### config.mk
export PLATFORM = sky130hd
export DESIGN_NAME = square_noise_voice_mixer_unit_flat
export DESIGN_NICKNAME = d
export VERILOG_FILES = /design/src/rtl/snvm_pkg.sv /design/src/rtl/snvm_intf.sv /design/src/rtl/snvm_square_lane.sv /design/src/rtl/snvm_noise_lane.sv /design/src/rtl/snvm_tick_unit.sv /design/src/rtl/square_noise_voice_mixer_unit.sv /design/src/flat_wrapper.sv
export SDC_FILE = /design/constraint.sdc
export NUM_CORES = 1
export LEC_CHECK = 0
export CAP_MARGIN = 20
export CORE_ASPECT_RATIO = 0.75
export CORE_MARGIN = 1.5
export CORE_UTILIZATION = 55
export CTS_CLUSTER_SIZE = 10
export DETAILED_ROUTE_END_ITERATION = 6
export DONT_BUFFER_PORTS = 1
export PLACE_DENSITY = 0.76
export SLEW_MARGIN = 30
export SYNTH_ARGS = -nofsm -noshare
export SYNTH_HDL_FRONTEND = slang
export SYNTH_SLANG_ARGS = --single-unit
### constraint.sdc
create_clock -name clk_i -period 17.5 [get_ports clk_i]
set_input_delay 1.75 -clock clk_i [delete_from_list [all_inputs] [get_ports clk_i]]
set_output_delay 1.75 -clock clk_i [all_outputs]
set_load 0.05 [all_outputs]
### src/rtl/snvm_pkg.sv
// Shared types and constants of the square/noise voice mixer.
// No dependencies; every other file of the block depends on this package.
package snvm_pkg;

  localparam int unsigned StepW      = 16;
  localparam int unsigned ByteW      = 8;
  localparam int unsigned ContribW   = 10;
  localparam int unsigned MixW       = 12;
  localparam int unsigned NumSquare  = 3;
  localparam int unsigned CfgIdxW    = 3;
  localparam int unsigned TickSlots  = 2;

  localparam logic [ByteW-1:0] TickDiv      = 8'd8;
  localparam int unsigned      TickSources  = 2;
  localparam logic [ByteW-1:0] CountTop     = 8'd255;
  localparam logic [StepW-1:0] NoiseSeed    = 16'h0001;
  localparam logic [ByteW-1:0] NoiseNegHigh = 8'd128;
  localparam logic signed [MixW-1:0] MixCentre = 12'sd512;

  typedef logic [StepW-1:0]           step_t;
  typedef logic [ByteW-1:0]           byte_t;
  typedef logic signed [ContribW-1:0] contrib_t;
  typedef logic signed [MixW-1:0]     mix_t;

  typedef enum logic [CfgIdxW-1:0] {
    RegTickPresetA = 3'd0,
    RegTickPresetB = 3'd1,
    RegTickEnableA = 3'd2,
    RegTickEnableB = 3'd3
  } snvm_reg_e;

  // tick counter settings and enable-write strobes, top level -> tick unit
  typedef struct packed {
    logic [TickSlots-1:0][ByteW-1:0] preset;
    logic [TickSlots-1:0]            enable;
    logic [TickSlots-1:0]            clear;
  } tick_cfg_t;

  // +level or -level as a signed contribution
  function automatic contrib_t signed_level(input byte_t level, input logic neg);
    contrib_t mag;
    mag = contrib_t'({2'b00, level});
    return neg ? -mag : mag;
  endfunction

endpackage

### src/rtl/snvm_intf.sv
// Valid/ready channel interfaces of the mixer: sample input, mix output, config writes.
// Depends on snvm_pkg for payload types.
interface snvm_in_if;
  logic               valid;
  logic               ready;
  snvm_pkg::step_t    step_a;
  snvm_pkg::step_t    step_b;
  snvm_pkg::step_t    step_c;
  snvm_pkg::byte_t    duty_a;
  snvm_pkg::byte_t    duty_b;
  snvm_pkg::byte_t    duty_c;
  snvm_pkg::byte_t    level_a;
  snvm_pkg::byte_t    level_b;
  snvm_pkg::byte_t    level_c;
  snvm_pkg::byte_t    noise_level;

  modport source (output valid, step_a, step_b, step_c, duty_a, duty_b, duty_c,
                  level_a, level_b, level_c, noise_level, input ready);
  modport sink   (input valid, step_a, step_b, step_c, duty_a, duty_b, duty_c,
                  level_a, level_b, level_c, noise_level, output ready);
endinterface

interface snvm_out_if;
  logic            valid;
  logic            ready;
  snvm_pkg::mix_t  mix_value;
  logic            tick_a;
  logic            tick_b;

  modport source (output valid, mix_value, tick_a, tick_b, input ready);
  modport sink   (input valid, mix_value, tick_a, tick_b, output ready);
endinterface

interface snvm_cfg_if;
  logic                                valid;
  logic                                ready;
  logic [snvm_pkg::CfgIdxW-1:0]        index;
  snvm_pkg::byte_t                     data;

  modport source (output valid, index, data, input ready);
  modport sink   (input valid, index, data, output ready);
endinterface

### src/rtl/snvm_square_lane.sv
// One square voice lane: 16-bit phase accumulator and duty compare.
// Depends on snvm_pkg.
module snvm_square_lane (
  input  logic               clk_i,
  input  logic               rst_ni,
  input  logic               advance_i,
  input  snvm_pkg::step_t    step_i,
  input  snvm_pkg::byte_t    duty_i,
  input  snvm_pkg::byte_t    level_i,
  output snvm_pkg::contrib_t contrib_o
);
  import snvm_pkg::*;

  step_t phase_q, phase_d;

  assign phase_d   = phase_q + step_i;
  // positive while the high byte sits below the duty threshold
  assign contrib_o = signed_level(level_i, !(phase_d[StepW-1 -: ByteW] < duty_i));

  always_ff @(posedge clk_i or negedge rst_ni) begin
    if (!rst_ni) begin
      phase_q <= '0;
    end else if (advance_i) begin
      phase_q <= phase_d;
    end
  end

endmodule

### src/rtl/snvm_noise_lane.sv
// Noise voice lane: 16-bit LFSR stepped once per sample beat.
// Depends on snvm_pkg.
module snvm_noise_lane (
  input  logic               clk_i,
  input  logic               rst_ni,
  input  logic               advance_i,
  input  snvm_pkg::byte_t    level_i,
  output snvm_pkg::contrib_t contrib_o
);
  import snvm_pkg::*;

  step_t lfsr_q, lfsr_d;
  byte_t high;
  logic  neg;

  always_comb begin
    lfsr_d    = {lfsr_q[StepW-2:0], 1'b0};
    lfsr_d[0] = lfsr_d[StepW-1] ^ lfsr_d[StepW-2];
  end

  assign high      = lfsr_d[StepW-1 -: ByteW];
  assign neg       = (high != '0) && (high <= NoiseNegHigh);
  assign contrib_o = signed_level(level_i, neg);

  always_ff @(posedge clk_i or negedge rst_ni) begin
    if (!rst_ni) begin
      lfsr_q <= NoiseSeed;
    end else if (advance_i) begin
      lfsr_q <= lfsr_d;
    end
  end

  // seed is non-zero and the feedback keeps it so
  a_lfsr_nonzero: assert property (@(posedge clk_i) disable iff (!rst_ni)
    lfsr_q != '0) else $error("noise LFSR stuck at zero");

endmodule

### src/rtl/snvm_tick_unit.sv
// Sample prescaler and the two tick counters with their reload/pin rule.
// Depends on snvm_pkg.
module snvm_tick_unit (
  input  logic                           clk_i,
  input  logic                           rst_ni,
  input  logic                           advance_i,
  input  snvm_pkg::tick_cfg_t            cfg_i,
  output logic [snvm_pkg::TickSlots-1:0] flag_o
);
  import snvm_pkg::*;

  byte_t                 prescale_q, prescale_d, prescale_dec;
  byte_t [TickSlots-1:0] count_q, count_d, count_dec;
  logic                  wrapped;

  always_comb begin
    prescale_d   = prescale_q;
    count_d      = count_q;
    flag_o       = '0;
    wrapped      = 1'b0;
    prescale_dec = prescale_q - 8'd1;
    count_dec    = count_q;
    if (advance_i) begin
      prescale_d = prescale_dec;
      if (prescale_dec == '0) begin
        prescale_d = TickDiv;
        for (int n = 0; n < TickSlots; n++) begin
          if (n < TickSources) begin
            if (count_q[n] == '0) wrapped = 1'b1;
            count_dec[n] = count_q[n] - 8'd1;
            count_d[n]   = count_dec[n];
          end
        end
        if (wrapped) begin
          for (int n = 0; n < TickSlots; n++) begin
            if (n < TickSources) begin
              if (count_dec[n] != CountTop) begin
                if (!cfg_i.enable[n]) count_d[n] = CountTop;
              end else begin
                flag_o[n]  = cfg_i.enable[n];
                count_d[n] = cfg_i.preset[n];
              end
            end
          end
        end
      end
    end
    // enabling a source restarts its counter
    for (int n = 0; n < TickSlots; n++) begin
      if (cfg_i.clear[n]) count_d[n] = '0;
    end
  end

  always_ff @(posedge clk_i or negedge rst_ni) begin
    if (!rst_ni) begin
      prescale_q <= '0;
      count_q    <= '0;
    end else begin
      prescale_q <= prescale_d;
      count_q    <= count_d;
    end
  end

  a_flag_needs_enable: assert property (@(posedge clk_i) disable iff (!rst_ni)
    (flag_o & ~cfg_i.enable) == '0) else $error("tick flag on disabled source");

  a_flag_needs_beat: assert property (@(posedge clk_i) disable iff (!rst_ni)
    !advance_i |-> flag_o == '0) else $error("tick flag without sample beat");

endmodule

### src/rtl/square_noise_voice_mixer_unit.sv
// Top level of the square/noise voice mixer: lanes, tick unit, merge and output register.
// Depends on snvm_pkg, snvm_intf, snvm_square_lane, snvm_noise_lane, snvm_tick_unit.
//
// Usage
//   in_i  : one beat per audio sample, carrying the three square voice settings
//           (step, duty, level) and the noise level.
//   out_o : one beat per input beat: mix_value = 512 + four signed voice
//           contributions (PWM compare value), plus the two tick flags.
//   cfg_i : register writes (tick presets and enables), always ready; write
//           only while no sample is in flight. Writing an enable with bit 0
//           set restarts that tick counter at zero.
// Throughput
//   Three square lanes and the noise lane evaluate one sample in parallel; the
//   merge adder and tick unit sit in the same cycle, and the result lands in
//   the output register, so one sample per cycle is sustained while the
//   receiver keeps out_o.ready high. The output register is the only stage.
// Reset
//   rst_ni clears phases, prescaler, counters, config and out_valid_q; the LFSR loads 1.
//   The first prescaler event comes after 256 samples.
// Back-pressure
//   in_i.ready stays high while the output register is empty or being drained;
//   when the receiver stalls with a result held, input stalls too.
module square_noise_voice_mixer_unit (
  input  logic        clk_i,
  input  logic        rst_ni,
  snvm_in_if.sink     in_i,
  snvm_out_if.source  out_o,
  snvm_cfg_if.sink    cfg_i
);
  import snvm_pkg::*;

  logic                 accept;
  logic                 cfg_write;
  contrib_t [NumSquare-1:0] sq_contrib;
  contrib_t             noise_contrib;
  mix_t                 mix_d;
  logic [TickSlots-1:0] flag;
  tick_cfg_t            tick_cfg;

  byte_t [TickSlots-1:0] preset_q;
  logic  [TickSlots-1:0] enable_q;

  logic                  out_valid_q;
  mix_t                  mix_q;
  logic [TickSlots-1:0]  flag_q;

  assign in_i.ready  = !out_valid_q || out_o.ready;
  assign accept      = in_i.valid && in_i.ready;
  assign cfg_i.ready = 1'b1;
  assign cfg_write   = cfg_i.valid;

  // --- config registers
  always_ff @(posedge clk_i or negedge rst_ni) begin
    if (!rst_ni) begin
      preset_q <= '0;
      enable_q <= '0;
    end else if (cfg_write) begin
      case (cfg_i.index)
        RegTickPresetA: preset_q[0] <= cfg_i.data;
        RegTickPresetB: preset_q[1] <= cfg_i.data;
        RegTickEnableA: enable_q[0] <= cfg_i.data[0];
        RegTickEnableB: enable_q[1] <= cfg_i.data[0];
        default: ;  // unknown index ignored
      endcase
    end
  end

  assign tick_cfg.preset   = preset_q;
  assign tick_cfg.enable   = enable_q;
  assign tick_cfg.clear[0] = cfg_write && (cfg_i.index == RegTickEnableA) && cfg_i.data[0];
  assign tick_cfg.clear[1] = cfg_write && (cfg_i.index == RegTickEnableB) && cfg_i.data[0];

  // --- voice lanes
  snvm_square_lane u_lane_a (
    .clk_i, .rst_ni, .advance_i(accept),
    .step_i(in_i.step_a), .duty_i(in_i.duty_a), .level_i(in_i.level_a),
    .contrib_o(sq_contrib[0])
  );
  snvm_square_lane u_lane_b (
    .clk_i, .rst_ni, .advance_i(accept),
    .step_i(in_i.step_b), .duty_i(in_i.duty_b), .level_i(in_i.level_b),
    .contrib_o(sq_contrib[1])
  );
  snvm_square_lane u_lane_c (
    .clk_i, .rst_ni, .advance_i(accept),
    .step_i(in_i.step_c), .duty_i(in_i.duty_c), .level_i(in_i.level_c),
    .contrib_o(sq_contrib[2])
  );
  snvm_noise_lane u_noise (
    .clk_i, .rst_ni, .advance_i(accept),
    .level_i(in_i.noise_level), .contrib_o(noise_contrib)
  );

  snvm_tick_unit u_tick (
    .clk_i, .rst_ni, .advance_i(accept), .cfg_i(tick_cfg), .flag_o(flag)
  );

  // --- merge: centre plus four contributions, no wrap within 12 bits
  always_comb begin
    mix_d = MixCentre + mix_t'(noise_contrib);
    for (int v = 0; v < NumSquare; v++) begin
      mix_d = mix_d + mix_t'(sq_contrib[v]);
    end
  end

  // --- output register
  always_ff @(posedge clk_i or negedge rst_ni) begin
    if (!rst_ni) begin
      out_valid_q <= 1'b0;
    end else if (in_i.ready) begin
      out_valid_q <= accept;
    end
  end

  always_ff @(posedge clk_i) begin
    if (accept) begin
      mix_q  <= mix_d;
      flag_q <= flag;
    end
  end

  assign out_o.valid     = out_valid_q;
  assign out_o.mix_value = mix_q;
  assign out_o.tick_a    = flag_q[0];
  assign out_o.tick_b    = flag_q[1];

  a_accept_gives_beat: assert property (@(posedge clk_i) disable iff (!rst_ni)
    accept |=> out_valid_q) else $error("accepted sample produced no output beat");

endmodule
### src/flat_wrapper.sv
// flat-port wrapper written by rule: the top's interface ports become plain ports
module square_noise_voice_mixer_unit_flat import snvm_pkg::*;
  (clk_i, rst_ni, in_i_valid, in_i_step_a, in_i_step_b, in_i_step_c, in_i_duty_a, in_i_duty_b, in_i_duty_c, in_i_level_a, in_i_level_b, in_i_level_c, in_i_noise_level, in_i_ready, out_o_valid, out_o_mix_value, out_o_tick_a, out_o_tick_b, out_o_ready, cfg_i_valid, cfg_i_index, cfg_i_data, cfg_i_ready);
  snvm_in_if in_i_i ();
  snvm_out_if out_o_i ();
  snvm_cfg_if cfg_i_i ();
  input  logic clk_i;
  input  logic rst_ni;
  input wire logic [$bits(in_i_i.valid)-1:0] in_i_valid;
  input wire logic [$bits(in_i_i.step_a)-1:0] in_i_step_a;
  input wire logic [$bits(in_i_i.step_b)-1:0] in_i_step_b;
  input wire logic [$bits(in_i_i.step_c)-1:0] in_i_step_c;
  input wire logic [$bits(in_i_i.duty_a)-1:0] in_i_duty_a;
  input wire logic [$bits(in_i_i.duty_b)-1:0] in_i_duty_b;
  input wire logic [$bits(in_i_i.duty_c)-1:0] in_i_duty_c;
  input wire logic [$bits(in_i_i.level_a)-1:0] in_i_level_a;
  input wire logic [$bits(in_i_i.level_b)-1:0] in_i_level_b;
  input wire logic [$bits(in_i_i.level_c)-1:0] in_i_level_c;
  input wire logic [$bits(in_i_i.noise_level)-1:0] in_i_noise_level;
  output wire logic [$bits(in_i_i.ready)-1:0] in_i_ready;
  output wire logic [$bits(out_o_i.valid)-1:0] out_o_valid;
  output wire logic [$bits(out_o_i.mix_value)-1:0] out_o_mix_value;
  output wire logic [$bits(out_o_i.tick_a)-1:0] out_o_tick_a;
  output wire logic [$bits(out_o_i.tick_b)-1:0] out_o_tick_b;
  input wire logic [$bits(out_o_i.ready)-1:0] out_o_ready;
  input wire logic [$bits(cfg_i_i.valid)-1:0] cfg_i_valid;
  input wire logic [$bits(cfg_i_i.index)-1:0] cfg_i_index;
  input wire logic [$bits(cfg_i_i.data)-1:0] cfg_i_data;
  output wire logic [$bits(cfg_i_i.ready)-1:0] cfg_i_ready;
  assign in_i_i.valid = in_i_valid;
  assign in_i_i.step_a = in_i_step_a;
  assign in_i_i.step_b = in_i_step_b;
  assign in_i_i.step_c = in_i_step_c;
  assign in_i_i.duty_a = in_i_duty_a;
  assign in_i_i.duty_b = in_i_duty_b;
  assign in_i_i.duty_c = in_i_duty_c;
  assign in_i_i.level_a = in_i_level_a;
  assign in_i_i.level_b = in_i_level_b;
  assign in_i_i.level_c = in_i_level_c;
  assign in_i_i.noise_level = in_i_noise_level;
  assign in_i_ready = in_i_i.ready;
  assign out_o_valid = out_o_i.valid;
  assign out_o_mix_value = out_o_i.mix_value;
  assign out_o_tick_a = out_o_i.tick_a;
  assign out_o_tick_b = out_o_i.tick_b;
  assign out_o_i.ready = out_o_ready;
  assign cfg_i_i.valid = cfg_i_valid;
  assign cfg_i_i.index = cfg_i_index;
  assign cfg_i_i.data = cfg_i_data;
  assign cfg_i_ready = cfg_i_i.ready;
  square_noise_voice_mixer_unit u_core (.clk_i(clk_i), .rst_ni(rst_ni), .in_i(in_i_i), .out_o(out_o_i), .cfg_i(cfg_i_i));
endmodule
## Word-level counts from Yosys, hierarchy flattened

Cells that the tools add are included.

| word-level totals | value |
|---|---|
| register bits | 120 |
| input port bits | 120 |
| output and inout bits | 17 |
| word-level logic and storage cells | 88 |

| operators by class | value |
|---|---|
| add/subtract/negate cells | 14 |
| order comparisons | 4 |
| equality and inequality tests | 5 |
| mux-type cells | 22 |
| bitwise gates (word level) | 3 |
| reductions and logical operators | 25 |

Operators by type and width:

| operator | number |
|---|---|
| $mux 8 | 11 |
| $add 16x16->16 | 3 |
| $mux 16 | 3 |
| $mux 10 | 4 |
| $neg 8->10 | 4 |
| $add 12x10->12 | 3 |
| $logic_not 8->1 | 3 |
| $lt 8x8->1 | 3 |
| $sub 8x1->8 const B | 3 |
| $ne 8x8->1 const B | 2 |
| $add 11x10->12 const A | 1 |
| $reduce_and 2->1 | 6 |
| $le 8x8->1 const B | 1 |
| $reduce_bool 2->1 | 4 |
| $reduce_bool 8->1 | 1 |
| $eq 3x2->1 const B | 2 |
| $logic_and 1x1->1 | 6 |
| $reduce_or 3->1 | 2 |
| $mux 1 | 4 |
| $eq 3x1->1 const B | 1 |
| $logic_not 3->1 | 1 |
| $not 1->1 | 2 |
| $logic_not 1->1 | 1 |
| $logic_or 1x1->1 | 1 |
| $xor 1x1->1 | 1 |

## Depth between registers and ports, before layout

Gate-level depths: netlist (run 1).

| depth | value |
|---|---|
| depth after elaboration | 10 |
| gate-level depth with buffers | 29 |
| gate-level depth less buffers | 29 |

## Modules after synthesis

A second synthesis (run 1) with hierarchy kept.

| second synthesis, totals | value |
|---|---|
| cells, all modules | 1032 |
| area total of the unflattened synthesis | 10131.0 sq um |

Modules (own cells, without submodules):

| module | instances | cells an instance | area an instance (sq um) | seq. area each (sq um) |
|---|---|---|---|---|
| square_noise_voice_mixer_unit | 1 | 206 | 2366.0 | 895.9 |
| snvm_square_lane at u_core.u_lane_a | 1 | 196 | 1766.7 | 400.4 |
| snvm_square_lane at u_core.u_lane_b | 1 | 187 | 1737.9 | 400.4 |
| snvm_tick_unit | 1 | 190 | 1737.9 | 600.6 |
| snvm_square_lane at u_core.u_lane_c | 1 | 182 | 1686.6 | 400.4 |
| snvm_noise_lane | 1 | 71 | 835.8 | 376.6 |

## Worst setup path before layout (run 1)

Ideal clock, no wire load.

| path | value |
|---|---|
| path kind | input-to-reg |
| from | input in_i_step_a[0] |
| to | register u_core.mix_q[11], in the netlist u_core.out_o.mix_value[11] (data pin) |
| setup time | 0.260 ns |
| arrival | 7.995 ns |
| required time | 17.240 ns |
| setup slack | 9.245 ns |
| stages on the path | 27 |
| buffers on the path | 0 |
| cells stage by stage | ha_1 -> fa_1 -> a211oi_1 -> o21ai_0 -> a221oi_1 -> o21ai_0 -> o31ai_1 -> xnor2_1 -> ha_1 -> a21o_1 -> a21o_1 -> o41ai_4 -> nor2_1 -> xor2_1 -> fa_1 -> inv_1 -> fa_1 -> inv_1 -> ha_1 -> ha_1 -> a21o_1 -> a21oi_1 -> nor2b_1 -> o21a_1 -> o41ai_1 -> o21ai_0 -> xnor2_1 |

| on the way | value |
|---|---|
| word-level cells in the longest chain between the ends | 6 |

Ends and longest elaborated chain:

| item | RTL line | text |
|---|---|---|
| start, declared | flat_wrapper.sv:10 | `input wire logic [$bits(in_i_i.step_a)-1:0] in_i_step_a;` |
| $add 16x16->16 | snvm_square_lane.sv:16 | `assign phase_d = phase_q + step_i;` |
| net u_core.u_lane_a.phase_d[14] | snvm_square_lane.sv:14 | `step_t phase_q, phase_d;` |
| $lt 8x8->1 | snvm_square_lane.sv:18 | `assign contrib_o = signed_level(level_i, !(phase_d[StepW-1 -: ByteW] < duty_i));` |
| $mux 10 | snvm_pkg.sv:43 | `return neg ? -mag : mag;` |
| $add 12x10->12 (3 in series) | square_noise_voice_mixer_unit.sv:102 | `mix_d = mix_d + mix_t'(sq_contrib[v]);` |
| net u_core.mix_d[11] | square_noise_voice_mixer_unit.sv:36 | `mix_t mix_d;` |
| end signal, assigned | square_noise_voice_mixer_unit.sv:117 | `mix_q <= mix_d;` |
| end, declared | square_noise_voice_mixer_unit.sv:44 | `mix_t mix_q;` |

The timed path passes the listed nets, and every way through them passes these cells.
A chain may end at the register's enable or synchronous reset.

## Worst setup path in the final report (run 1)

Ends and elaborated chain as after synthesis.

==> run metrics, run 1 <==
EDFF count, synth 14; FILL cells 1479; largest area contributor in the netlist dfrtp_1; worst-path fanout max 9; Crit path max-delay family compound AO/OA/AOI/OAI gates; area of the multi-input gates 6230 sq um; Hold Path End u_core.u_noise.lfsr_q[7]; Syn Inst Count 1087; reg-to-reg setup timing slack 9740 ps; top cells by count, synth nand2_1, dfrtp_1, ha_1; crit path DAT roughly 8900 ps; Fin. Hold Viols 0; H-Tree Depth 4; Max clock buf depth 2; Avg WL per Cell between 15 and 20 um; initial core utilization between 50% and 60%; Netlist cell types 74; Adder-Cell Fraction of Synth Area approximately 18%; Setup WS pre-CTS 8370 ps; first-pass GRT wire length ~38000 um; Fmax about 110 MHz; Post-CTS Setup Bufs 0; status finished, final reports clean; Tmin final just under 9000 ps; reg2reg end u_core.out_o.mix_value[11]; Least-Margin Pin Slew roughly 940 ps; CP most frequent cell ha_1; DRT Wirelength around 22000 um; Final Cycle Share 49.8%; worst hold slack 464 ps; via count 7724; setup TNS 0 ps; Synth Area per Inst a little under 9 sq um; Slew Viols, Final 0; DRT antenna net count 0; worst skew pair latency about 420 ps; ys flop type dfrtp_1; CTS Hold Buffers Added 0; unrepaired setup endpoints after global routing false; port buffer count 0; Synth top area share a little over a quarter; Max Cap Violations 0; Final setup viols 0; FFs w/ async S/R, synth 88.3%; share of layout cells above drive strength 1 under 10%; Yosys warning count 0; CTS Buf Count 17; vias per std cell about 5.8; nets about 1300; num ports 137; worst r2r src u_core.u_lane_a.phase_q[0]; compound-gate portion of the synthesized area roughly 17%; CTS tree yes; Die Y between 100 and 150 um; Post-Syn Nets 1330; Worst slew margin between 30% and 40%; vias in the first global route 7743; gr ovfl total 0; Die W around 160 um; Area Overhead vs Synth 8.43%; worst clock skew between 8 and 9 ps; xor/xnor cell area share of the yosys netlist under 10%; clock slew at reported path FFs about 60 ps; hpwl dp around 17000 um; GR Util All Layers between 20% and 30%; Pre-Repair DR Iteration Count 7; Final WS setup just under 9000 ps; Layout Utilization roughly 62%; Resize count post-CTS 0; Hold Path Depth 2; hold wc startpoint u_core.u_noise.lfsr_q[6]; number of diodes 0; register area ~3000 sq um; Clock Sinks 120; largest net degree at the start of global routing around 110; clk root buf clkbuf_16; Buffers & Inverters on Critical Path 2; Setup CP Type in -> reg; Post-Syn Area 9710 sq um; Crit. End Element flop; Synth Area in Simple Gates 18.3%; most common cell in the netlist nand2_1; Rows slightly above 40; antenna violations before repair 0; slowest CP cell o41ai_4; initial detailed-routing violation count approximately 430; Die ar. about 18000 sq um; crit-path max cell delay approximately 600 ps; routability cong. about 0.88; # DRC 0; crit start category primary input; R2R depth 27; Core Area 17000 sq um; dominant cells by area after synthesis dfrtp_1, ha_1, nand2_1; Hold Path Class reg -> reg; sequential share of the synthesized area between 30% and 40%; WP data required ~18000 ps; post-synthesis mux area share under 10%; combinational family with the most area after synthesis simple AND/OR/NAND/NOR gates; Yosys reg bits 120
[metrics by stage]
stage	cell area (sq um)	std cells
floorplan	9710	1087
global placement	9920	1302
detailed placement	9930	1302
CTS	10500	1334
global route	10500	1334
finish	10500	1334
[per-layer routing]
metal	up-vias	part of all wire (%)	track usage, %
met1	3648	46	34.2
met2	200	45	39.9
li1	3849	-	-
met3	27	7.0	7.51
met5	-	0	0
met4	0	1.5	7.38
[worst max-delay path by stage]
stage | startpoint | endpoint | slack [ps] | cells past startpoint
CTS | in_i_step_a[0] | u_core.out_o.mix_value[11] | 8780 | 27
floorplan | in_i_step_a[0] | u_core.out_o.mix_value[11] | 9250 | 27
detailed placement | in_i_step_a[0] | u_core.out_o.mix_value[11] | 8370 | 27
finish | in_i_step_a[0] | u_core.out_o.mix_value[11] | 8790 | 27
global route | in_i_step_a[0] | u_core.out_o.mix_value[11] | 8260 | 27
global placement | in_i_step_a[0] | u_core.out_o.mix_value[11] | 8520 | 27
[logic make-up after synthesis]
family | after synthesis
flip-flops | 120
XOR/XNOR | 75
AND/OR/NAND/NOR | 374
other | 1
AO/OA/AOI/OAI | 256
buffers and inverters | 105
adder cells (fa/ha/maj) | 123
multiplexers | 33
[worst reg2reg max path, delay by kind of cell, from the launching register on]
| family | cells | cell delay, ps |
|---|---|---|
| AO/OA/AOI/OAI | 13 | 3700 |
| AND/OR/NAND/NOR | 2 | 210 |
| adder cells (fa/ha/maj) | 7 | 2580 |
| flip-flops | 1 | 380 |
| XOR/XNOR | 3 | 530 |
| buffers and inverters | 2 | 90 |
[cell usage in the layout (no fill, tap or decap), types with 7 or more instances in the layout]
master     count
a21oi_1       51
o31ai_1        8
a211oi_1      21
a311oi_1       7
nor2_1        66
xnor2_1       35
o21a_1        10
and3_1         7
inv_1         80
nor3_1        29
nand2b_1       9
nand3_1       20
o21ai_0       74
a21o_1        31
nand2_1      162
edfxtp_1      14
fa_1          25
clkbuf_16     17
xor2_1        40
ha_1          98
dfrtp_1      105
nor2b_1        8
o211ai_1      11
nand4_1        8
or3_1         19
mux2_2        30
[area by class of cell]
| class | count | area share (%) |
|---|---|---|
| Clock buffer | 18 | 4.08 |
| Clock inverter | 14 | 1.63 |
| Inverter | 81 | 2.89 |
| Multi-Input combinational cell | 862 | 59.2 |
| Sequential cell | 120 | 29.2 |
| Tap cell | 236 | 2.80 |
| Timing Repair Buffer | 3 | 0.214 |
[flip-flops by register name, indices dropped and copies added (netlist names)]
name and flops:
u_core.preset_q 16, u_core.u_lane_b.phase_q 16, u_core.u_lane_a.phase_q 16, u_core.out_o.mix_value 12
u_core.out_o.valid 1, u_core.u_tick.count_q 16, u_core.u_tick.prescale_q 8, u_core.u_lane_c.phase_q 16
u_core.flag_q 2, u_core.u_noise.lfsr_q 15, u_core.enable_q 2
Power of run 1 is not shown: default switching activity piles up to over one toggle a cycle in this logic, so the estimate is an artifact.
==> run 2: changes to the inputs <==
- PLACE_DENSITY: 0.76 -> 0.79
- clock period: 17.5 -> 7.85 ns (I/O delays scaled with it)
==> run 2 against run 1 <==
Critical path depth grew 3. Register-to-register slack lost 9300 ps. Hold slack lost 410 ps. Clock-buffer cell count grew 2. Die area is the same. Final cell count grew 0.45%. First-iteration DRC count grew 5.4%. Core utilization grew 0.35 points. Clock skew grew 3.1 ps. Flip-flop and latch count is the same. Critical endpoint unchanged. Largest cell class unchanged.
==> run metrics, run 2 (same netlist as run 1, synthesis figures left out) <==
routed wl met3 1560 um (about the same); Die Y 118 um (unchanged); vias per std cell 5.84 (was 5.79); Slew Viols, Final 0 (unchanged); clk root buf clkbuf_16 (unchanged); Setup CP Type reg -> reg (was in -> reg); WP data required 8020 ps (was 17670 ps); largest net degree at the start of global routing 107 (unchanged); Hold Path Class in -> async (was reg -> reg); status finished, final reports clean (unchanged); number of diodes 0 (unchanged); DRT antenna net count 0 (unchanged); antenna violations before repair 0 (unchanged); DR WL met2 10000 um (was 10100 um); slowest CP cell fa_1 (was o41ai_4); Worst slew margin 47.0% (was 37.1%); DRT met1 WL 10400 um (was 10300 um); share of layout cells above drive strength 1 8.51% (was 7.74%); first-pass GRT wire length 37700 um (about the same); CTS Buf Count 17 (unchanged); DRT Wirelength 22300 um (about the same); num ports 137 (unchanged); Fin. Hold Viols 0 (unchanged); crit path DAT 7590 ps (was 8880 ps); nets 1334 (was 1328); Highest Signal Layer met4 (unchanged); initial core utilization 57.0% (unchanged); hpwl dp 16800 um (was 16500 um); Tmin final about 7400 ps; Fmax 135 MHz; clock slew at reported path FFs 60 ps (about the same); Least-Margin Pin Slew 791 ps (was 939 ps); crit-path max cell delay 520 ps (was 600 ps); CTS tree yes (unchanged); gr ovfl total 0 (unchanged); port buffer count 0 (unchanged); crit start category flop (was primary input); CTS Hold Buffers Added 0 (unchanged); Die W 156 um (unchanged); Core Area 17000 sq um (unchanged); H-Tree Depth 4 (unchanged); most common cell after layout, fill and taps aside nand2_1 (unchanged); Crit. End Element flop (unchanged); area of the multi-input gates 6250 sq um (was 6230 sq um); R2R depth 30 (was 27); worst skew pair latency 420 ps (about the same); CP most frequent cell ha_1 (unchanged); FILL cells 1452 (was 1479); Clock Sinks 120 (unchanged); worst-path fanout max 9 (unchanged); Avg WL per Cell 16.7 um (about the same); worst clock skew 11.8 ps (was 8.69 ps); Die ar. 18500 sq um (unchanged); Max clock buf depth 2 (unchanged); Rows 41 (unchanged); routability cong. 0.916 (was 0.880); Layout Utilization 62.2% (was 61.8%); GR Util All Layers 25.6% (was 25.5%); Setup WS pre-CTS -57.1 ps (was 8370 ps); Final setup viols 0 (unchanged); Pre-Repair DR Iteration Count 5 (was 7); Final WS setup 436 ps (was 8790 ps); # DRC 0 (unchanged); initial detailed-routing violation count 448 (was 425); via count 7830 (was 7724); vias in the first global route 7691 (was 7743); commonest cells after routing, fill and taps aside nand2_1, dfrtp_1, ha_1, inv_1, o21ai_0 (unchanged); register area 3070 sq um (unchanged); Max Cap Violations 0 (unchanged); unrepaired setup endpoints after global routing false (unchanged); Final Cycle Share between 90% and 100%; Area Overhead vs Synth 9.04% (was 8.43%)
run 2: timing repair:
| item | CTS | global route |
|---|---|---|
| resized for setup | 0 | 2 |
| buffers inserted | 0 | 0 |
| endpoints found under the hold margin | 0 | 0 |
| endpoints found under the setup margin | 0 | 2 |
run 2: layout make-up:
| class | instances | share of cell area [%] |
|---|---|---|
| multi-input combinational | 862 | 59.0 |
| tap | 236 | 2.79 |
| clock buffer | 20 | 4.31 |
| clock inverter | 12 | 1.37 |
| sequential | 120 | 29.0 |
| inverter | 81 | 2.87 |
| timing repair buffer | 9 | 0.638 |
run 2: per-layer routing:
layer / track usage [%] / vias up
li1: - / 3874
met1: 34.4 / 3720
met2: 39.5 / 207
met3: 8.25 / 29
met4: 7.38 / 0
met5: 0 / -
run 2: worst max-delay path, delay by kind of cell (launching register included):
| kind | cells | cell delay (ps) |
|---|---|---|
| buffers and inverters | 4 | 520 |
| DFF | 1 | 380 |
| and+or+nand+nor | 2 | 160 |
| AOI/OAI and AO/OA | 14 | 3050 |
| adders and majority gates | 7 | 2580 |
| xor gates and xnor gates | 3 | 480 |
run 2: worst paths after layout:
kind,end,slack [ps],start
max,u_core.out_o.mix_value[11],440,u_core.u_lane_a.phase_q[0]
min,u_core.u_lane_a.phase_q[15],60,rst_ni
max reg2reg,u_core.out_o.mix_value[11],440,u_core.u_lane_a.phase_q[0]
min in group clk_i,u_core.u_noise.lfsr_q[4],460,u_core.u_noise.lfsr_q[3]
min reg2reg,u_core.u_noise.lfsr_q[4],460,u_core.u_noise.lfsr_q[3]
max in group asynchronous,u_core.u_noise.lfsr_q[0],7510,rst_ni
run 2: stage by stage:
step                      cells  hold WS (ps)  area [sq um]  setup TNS (ps)
after global routing       1340          32.9         10600               0
final                      1340          57.5         10600               0
after floorplan            1087           439          9710               0
after CTS                  1340          41.0         10600               0
after global placement     1308           446          9970               0
after detailed placement   1308           448          9970           -57.1
Power of run 2 is left out for the same reason.
